--- config.mk ---
export PLATFORM = sky130hd
export DESIGN_NAME = isc_ctrl
export DESIGN_NICKNAME = d
export VERILOG_FILES = /design/src/rtl/isc_pkg.sv /design/src/rtl/isc_ctrl.sv
export SDC_FILE = /design/constraint.sdc
export NUM_CORES = 1
export LEC_CHECK = 0
export BUFFER_PORTS_ARGS = -buffer_cell sky130_fd_sc_hd__buf_2
export CORE_AREA = 5 5 42 44
export DETAILED_ROUTE_END_ITERATION = 12
export DIE_AREA = 0 0 47 49
export PLACE_DENSITY_LB_ADDON = 0.2
export REMOVE_ABC_BUFFERS = 1
export SYNTH_ARGS = -nofsm -noshare
export SYNTH_HDL_FRONTEND = slang
export SYNTH_SLANG_ARGS = --single-unit
--- constraint.sdc ---
create_clock -name clk -period 3.1 [get_ports clk]
set_clock_uncertainty 0.15 [all_clocks]
set_input_delay 0.62 -clock clk [delete_from_list [all_inputs] [get_ports clk]]
set_output_delay 0.62 -clock clk [all_outputs]
set_load 0.05 [all_outputs]
--- src/rtl/isc_pkg.sv ---
// Shared types, codes and defaults for the interval set classifier.
package isc_pkg;

	localparam int DEF_TABLE_DEPTH  = 64;
	localparam int DEF_PATTERN_BITS = 64;
	localparam int LABEL_W          = 8;
	localparam int SLOT_W           = 6;
	localparam int WORD_BITS        = 64;

	typedef enum logic [1:0] {
		OP_LOAD     = 2'd0,
		OP_CLASSIFY = 2'd1,
		OP_RELABEL  = 2'd2,
		OP_CLEAR    = 2'd3
	} op_t;

	typedef enum logic [2:0] {
		ST_INIT,
		ST_IDLE,
		ST_CLEAR,
		ST_RELABEL,
		ST_SCAN,
		ST_DONE
	} state_t;

	typedef struct packed {
		logic [1:0]           opcode;
		logic [SLOT_W-1:0]    entry_index;
		logic [WORD_BITS-1:0] lower_pattern;
		logic [WORD_BITS-1:0] upper_pattern;
		logic [LABEL_W-1:0]   entry_label;
		logic [LABEL_W-1:0]   replacement_label;
		logic [WORD_BITS-1:0] query_pattern;
	} in_word_t;

	typedef struct packed {
		logic [LABEL_W-1:0] result_label;
		logic               matched;
		logic [SLOT_W-1:0]  match_slot;
	} out_word_t;

	typedef struct packed {
		logic start;
		logic clr_sweep;
		logic scan;
		logic relabel;
		logic res_load;
		logic out_load;
	} cmd_t;

	typedef struct packed {
		logic clr_last;
		logic s1_last;
		logic hit_s1;
		logic out_free;
	} status_t;

endpackage

--- src/rtl/isc_ctrl.sv ---
// Controller state machine of the interval set classifier.
module isc_ctrl
	import isc_pkg::*;
(
	input  logic       clk,
	input  logic       arst_n,
	input  logic       req_valid,
	input  logic [1:0] req_opcode,
	input  status_t    status,
	output logic       req_ready,
	output cmd_t       cmd
);

	state_t state_q, state_d;

	always_ff @(posedge clk or negedge arst_n) begin
		if (!arst_n) begin
			state_q <= ST_INIT;
		end else begin
			state_q <= state_d;
		end
	end

	always_comb begin
		state_d = state_q;
		case (state_q)
			ST_INIT, ST_CLEAR: begin
				if (status.clr_last) state_d = ST_IDLE;
			end
			ST_IDLE: begin
				if (req_valid) begin
					case (op_t'(req_opcode))
						OP_CLASSIFY: state_d = ST_SCAN;
						OP_RELABEL:  state_d = ST_RELABEL;
						OP_CLEAR:    state_d = ST_CLEAR;
						default:     state_d = ST_IDLE;
					endcase
				end
			end
			ST_RELABEL: begin
				if (status.s1_last) state_d = ST_IDLE;
			end
			ST_SCAN: begin
				if (status.hit_s1 || status.s1_last) state_d = ST_DONE;
			end
			ST_DONE: begin
				if (status.out_free) state_d = ST_IDLE;
			end
			default: state_d = ST_INIT;
		endcase
	end

	always_comb begin
		req_ready = 1'b0;
		cmd       = '0;
		case (state_q)
			ST_INIT, ST_CLEAR: begin
				cmd.clr_sweep = 1'b1;
			end
			ST_IDLE: begin
				req_ready = 1'b1;
				cmd.start = req_valid;
			end
			ST_RELABEL: begin
				cmd.scan    = 1'b1;
				cmd.relabel = 1'b1;
			end
			ST_SCAN: begin
				cmd.scan     = 1'b1;
				cmd.res_load = status.hit_s1 || status.s1_last;
			end
			ST_DONE: begin
				cmd.out_load = status.out_free;
			end
			default: begin
				cmd = '0;
			end
		endcase
	end

endmodule

# Word level (Yosys, flattened, before mapping)
# Index checks and enable logic that the tools add are counted.
[op_classes]
n_eq_ne = 13
mux = 14
n_reduce_logical = 5
[ops]
columns = ["op", "count"]
rows = [
  ["$mux W3", 5],
  ["$pmux W3 S5", 1],
  ["$ne A2 B2 Y1 const B", 5],
  ["$pmux W3 S3", 1],
  ["$mux W1", 7],
  ["$eq A3 B2 Y1 const B", 2],
  ["$eq A3 B3 Y1 const B", 2],
  ["$reduce_and A5 Y1", 1],
  ["$eq A2 B2 Y1 const B", 2],
  ["$reduce_or A2 Y1", 2],
  ["$eq A3 B1 Y1 const B", 1],
  ["$logic_not A3 Y1", 1],
  ["$eq A2 B1 Y1 const B", 1],
  ["$logic_or A1 B1 Y1", 1],
]
[totals]
regBits = 3
input_bits = 9
wordCells = 33

# Depth between registers and ports, before layout
# Gate-level depths: netlist of the first run.
[logic_depth]
word_depth = 4
depth_mapped = 5

# Least setup slack after synthesis of the first run
# No wires, ideal clock.
[synth_timing]
kind = "flip-flop to output port"
startpoint = "register state_q[0]"
endpoint = "output cmd[5] (netlist name)"
t_arrival_ns = 2.316
required_time_ns = 2.330
slack_ns = 0.014
stages_incl_launch_ff = 4
cell_sequence = "dfrtp_1 > buf_6 > nor3b_1 > and2_2"
[synth_lines]
columns = ["element", "line_no", "text"]
rows = [
  ["start, declared", "isc_ctrl.sv:14", "state_t state_q, state_d;"],
  ["start signal, assigned", "isc_ctrl.sv:20", "state_q <= state_d;"],
  ["end, declared", "isc_ctrl.sv:11", "output cmd_t cmd"],
]

==> run_results.csv, run 1 <==
group,metric,value,unit
sta,tightest_slew,0.442,ns
sta,fin_crit_sh,77.4,%
job,max_cap_violations,0,
die,die-area,2300,sq um
sta,hold_viol,0,
clock_tree,postCtsHoldBufs,0,
clock_tree,numCtsBuffers,3,
clock_tree,cts-root-buf,"clkbuf_4",
layout,area_delta_synth_final,43.8,%
worst_setup_path,path_max_fanout,11,
logic_synthesis,avgSynthCellArea,8.98,sq um
placed_design,pre_cts_ws,0.944,ns
clock_tree,cts_sinks,3,
detailed_routing,ant_nets,0,
global_route,met2_usage,8.60,%
clock_tree,cts_tree,"yes",
layout,final_core_util,25.8,%
detailed_routing,wl,642,microns
worst_setup_path,r2r_start,"state_q[1]",
worst_setup_path,reg2reg_depth,4,
worst_setup_path,path_cells,"nor3b_1, and2_2, buf_2",
die,top_level_ports,16,
placed_design,port_buffers,15,
worst_setup_path,required,2.33,ns
logic_synthesis,ys_seq_area_share,29.9,%
layout,largest_reg_flops,3,
logic_synthesis,synth_cell_types,21,
die,die_w,47,microns
detailed_routing,dr.pass1.iters,1,
global_route,grt_overflow,0,
sta,min_period,2.40,ns
layout,drive_gt1_share,47.8,%
logic_synthesis,ys_ff_latch,3,
sta,maxSlewHeadroom,70.5,%
detailed_routing,via_count,267,
worst_setup_path,slowest_stage,"dfrtp_1",
worst_setup_path,cp-start-kind,"flip-flop",
global_route,grt_pass1_vias,264,
clock_tree,clk_pin_slew,0.04,ns
worst_setup_path,ff2ff_setup_slack,1.32,ns
outcome,status,"complete, no violations",
sta,fmax,417,MHz
global_route,use_met1,6.86,%
layout,nets,56,
logic_synthesis,syn_inst,28,
clock_tree,htree_levels,1,
power,ir_worst_vdd,315,uV
global_route,met3_usage,1.48,%
global_route,grt_usage,6.00,%
layout,largestRegisters,"state_q (3)",
sta,tns,0,ns
sta,setup_ws,0.701,ns
detailed_routing,drc,0,
power,p_leak,0.187,nW
global_route,antenna_found_initial,0,
logic_synthesis,synth_area,251,sq um
detailed_routing,drt_iter0_drc,0,
logic_synthesis,yosysWarnings,0,
die,core_region_area,1400,sq um
detailed_routing,avgRoutedWirePerCell,10.4,microns
clock_tree,clk_latency,0.23,ns
die,rows,14,
die,die_h,49,microns
clock_tree,cts.repair.resized,0,
min_path,hold_path_class,"in -> async",
sta,slew_violations,0,
power,p_per_area,1280,nW/um^2
sta,whs,0.0231,ns
global_route,top_usage_layer,"met2",
clock_tree,clk_path_buf_depth,2,
worst_setup_path,reg2reg_to,"state_q[0]",
detailed_routing,vias_per_cell,4.31,
die,start_util,17.9,%
layout,top_register,"state_q",
global_route,grt_max_degree,12,
placed_design,dp_hpwl,511,microns
worst_setup_path,cp.arrival,1.63,ns
clock_tree,postCtsSetupRepairBufs,0,
layout,n_antenna_cell,0,
sta,setup_viol,0,
worst_setup_path,path_class,"reg -> out",
sta,grt_setup_unrepaired,"false",
worst_setup_path,max_stage_delay,0.50,ns
placed_design,gp_congestion,0.697,
worst_setup_path,end_kind,"primary output",
global_route,grt_pass1_wl,979,microns
report_power, final:
group	switching (mW)	total (mW)	internal, mW
clock network	0.0203	0.0685	0.0482
logic	0.207	0.307	0.0997
registers	0.0328	0.0890	0.0562
layout by cell type (no fill, tap or decap):
| cell type | netlist | final |
|---|---|---|
| o221ai_2 | 1 | 1 |
| dfrtp_1 | 3 | 3 |
| inv_1 | 2 | 2 |
| o31a_1 | 1 | 1 |
| nor3b_1 | 1 | 1 |
| mux2_4 | 1 | 1 |
| a22oi_1 | 1 | 1 |
| buf_2 | 0 | 15 |
| nand2_1 | 1 | 1 |
| nand2b_2 | 1 | 1 |
| a21oi_1 | 1 | 1 |
| and2_2 | 1 | 1 |
| and2_1 | 1 | 1 |
| and2b_1 | 1 | 1 |
| o22ai_1 | 1 | 1 |
| nor2_1 | 4 | 4 |
| nand3b_1 | 2 | 2 |
| nor3_1 | 1 | 1 |
| clkbuf_1 | 0 | 1 |
| clkbuf_4 | 0 | 3 |
| o21ai_0 | 1 | 1 |
| or3b_1 | 1 | 1 |
| mux2i_1 | 1 | 1 |
worst max-delay path, delay by kind of cell, from the launching register on:
| kind | cells | cell delay [ns] |
|---|---|---|
| AND/OR/NAND/NOR | 2 | 0.65 |
| flip-flops | 1 | 0.50 |
| buffers and inverters | 1 | 0.25 |
per-layer routing:
metal  up-vias  wire length (microns)  share of wire (%)
li1        138                      -                  -
met1       115                    277                 43
met2        12                    266                 41
met3         2                     83                 13
met4         0                     15                2.3
met5         -                      0                  0
synthesized netlist by cell type:
master / count / area [sq um]
o22ai_1: 1 / 6.26
nand2b_2: 1 / 8.76
nor3b_1: 1 / 7.51
nand2_1: 1 / 3.75
dfrtp_1: 3 / 75.1
a21oi_1: 1 / 5.00
or3b_1: 1 / 8.76
nor3_1: 1 / 5.00
and2_2: 1 / 7.51
o31a_1: 1 / 8.76
nand3b_1: 2 / 15.0
a22oi_1: 1 / 7.51
buf_6: 1 / 11.3
inv_1: 2 / 7.51
and2b_1: 1 / 7.51
mux2i_1: 1 / 10.0
o21ai_0: 1 / 5.00
and2_1: 1 / 6.26
o221ai_2: 1 / 15.0
nor2_1: 4 / 15.0
mux2_4: 1 / 15.0
stage by stage:
step	cells	cell area, sq um	total power [mW]
floorplan	27	240	0.334
global placement	58	335	0.401
detailed placement	58	335	0.399
CTS	62	362	0.473
global route	62	362	0.495
finish	62	362	0.464
final cells by class:
type,count,area (sq um)
fillers,171,1040
multi-input cells,22,158
flip-flops and latches,3,75.1
repair buffers,15,75.1
clock buffers,4,26.3
well taps,16,20.0
inverters,2,7.51
kinds of logic after synthesis:
| kind of cell | after synthesis | synth area share, % |
|---|---|---|
| muxes | 2 | 9.95 |
| and+or+nand+nor | 14 | 33.8 |
| buffers and inverters | 3 | 7.46 |
| DFF | 3 | 29.8 |
| AOI/OAI and AO/OA | 6 | 18.9 |
how the worst max path moves through the flow:
| stage | startpoint | end | slack, ns |
|---|---|---|---|
| after global routing | state_q[0] | cmd[5] | 0.59 |
| after floorplan | state_q[0] | cmd[5] | -0.008 |
| after CTS | state_q[0] | cmd[5] | 0.68 |
| after detailed placement | state_q[0] | cmd[5] | 0.94 |
| after global placement | state_q[0] | cmd[5] | 0.95 |
| final | state_q[0] | cmd[5] | 0.70 |
(Power assumes the default switching activity.)
==> inputs of run 2 (changes only) <==
clock period = 2.32 ns   (was 3.1 ns; I/O delays follow)
==> run 2 against run 1 <==
Non-clock buffer count grew 2. Count of clock-buffer cells in the layout unchanged. Register-to-register slack lost 0.77 ns. Utilization is 1.3 points higher. Global-route usage increased by 0.42 points.
==> run_results.csv, run 2 (synthesis gave the netlist of run 1 again) <==
group,metric,value,unit
sta,maxSlewHeadroom,78.4,%
worst_setup_path,end_kind,"primary output",
outcome,status,"complete, no violations",
min_path,hp-start,"req_opcode[1]",
detailed_routing,avgRoutedWirePerCell,10.1,microns
clock_tree,cts-root-buf,"clkbuf_4",
detailed_routing,top_layer,"met3",
detailed_routing,drt_iter0_drc,1,
die,top_level_ports,16,
worst_setup_path,required,1.71,ns
layout,n_antenna_cell,0,
sta,setup_viol,0,
layout,largestRegisters,"state_q (3)",
die,die_w,47,microns
clock_tree,cts.repair.resized,0,
die,start_util,17.9,%
sta,hold_viol,0,
clock_tree,clk_pin_slew,0.04,ns
worst_setup_path,cp.arrival,1.52,ns
clock_tree,clk_path_buf_depth,2,
die,rows,14,
layout,final_cell_mix,"buf_2 (15), nor2_1 (4), clkbuf_4 (3), dfrtp_1 (3)",
worst_setup_path,path_class,"reg -> out",
sta,tns,0,ns
layout,drive_gt1_share,47.9,%
sta,fin_crit_sh,92.1,%
detailed_routing,wl_met3,86,microns
clock_tree,cts_sinks,3,
clock_tree,numCtsBuffers,3,
sta,tightest_slew,0.323,ns
detailed_routing,drc,0,
detailed_routing,vias_per_cell,4.00,
sta,setup_ws,0.183,ns
clock_tree,clk_latency,0.23,ns
sta,min_period,2.14,ns
die,die-area,2300,sq um
layout,largest_reg_flops,3,
worst_setup_path,cp-start-kind,"flip-flop",
sta,slew_violations,0,
detailed_routing,routed-wl-met2,239,microns
die,core_region_area,1400,sq um
sta,fmax,468,MHz
power,p_per_area,1680,nW/um^2
layout,nets,58,
die,die_h,49,microns
power,ir_worst_vdd,625,uV
detailed_routing,wl,647,microns
placed_design,gp_congestion,0.729,
worst_setup_path,critPathLaunch,"state_q[0]",
global_route,grt_overflow,0,
worst_setup_path,path_max_fanout,11,
global_route,antenna_found_initial,0,
min_path,hold_path_class,"in -> reg",
placed_design,port_buffers,15,
detailed_routing,ant_nets,0,
placed_design,dp_hpwl,532,microns
layout,top_register,"state_q",
worst_setup_path,r2r_start,"state_q[1]",
layout,final_common_cell,"buf_2",
layout,area_delta_synth_final,50.7,%
placed_design,pre_cts_ws,0.405,ns
clock_tree,cts_tree,"yes",
power,p_leak,0.196,nW
global_route,grt_pass1_vias,257,
global_route,grt_max_degree,12,
clock_tree,htree_levels,1,
detailed_routing,dr.pass1.iters,2,
global_route,grt_usage,6.42,%
sta,grt_setup_unrepaired,"false",
job,max_cap_violations,0,
detailed_routing,wl_met1,321,microns
global_route,grt_pass1_wl,1.06,mm
detailed_routing,via_count,256,
-- run 2: area by class of cell --
| class | instances | area, sq um |
|---|---|---|
| clock buffer | 4 | 26.3 |
| sequential | 3 | 75.1 |
| timing repair buffer | 17 | 92.6 |
| fill | 153 | 1020 |
| tap | 16 | 20.0 |
| multi-input combinational | 22 | 158 |
| inverter | 2 | 7.51 |
-- run 2: what timing repair did --
item,in CTS,in global routing
hold buffers,1,0
hold endpoints to repair,3,0
buffers inserted,0,0
-- run 2: critical path, cell delays in order (launching register included) --
cell and delay (ns):
dfrtp_1 0.50, nor3b_1 0.35, and2_2 0.19, buf_2 0.25
-- run 2: routing by layer --
metal,up-vias,GRT usage [%]
li1,142,-
met1,102,8.61
met2,12,8.37
met3,0,5.54
met4,0,0
met5,-,0
-- run 2: per-stage QoR --
step / instance area [sq um] / total power, mW / hold WS, ns / util [%] / instances
4_1_cts: 379 / 0.646 / 0.340 / 27.1 / 64
3_5_place_dp: 343 / 0.552 / 0.113 / 24.5 / 59
3_3_place_gp: 343 / 0.555 / 0.113 / 24.5 / 59
2_1_floorplan: 240 / 0.447 / 0.0184 / - / 27
6_report: 379 / 0.636 / 0.341 / 27.1 / 64
5_1_grt: 379 / 0.690 / 0.358 / 27.1 / 64
-- run 2: where the power goes --
part | total, mW | switching (mW) | internal (mW)
combinational | 0.429 | 0.279 | 0.150
clock | 0.0879 | 0.0237 | 0.0642
sequential | 0.120 | 0.0445 | 0.0751
total | 0.636 | 0.347 | 0.289
-- run 2: final timing paths --
kind | slack [ns] | end | depth (start not counted)
setup / recovery | 0.18 | cmd[5] | 3
hold / removal | 0.34 | state_q[1] | 3
setup reg to reg | 0.55 | state_q[0] | 4
hold reg to reg | 0.46 | state_q[1] | 2
max in group asynchronous | 1.50 | state_q[2] | 2
min in group asynchronous | 0.41 | state_q[0] | 2
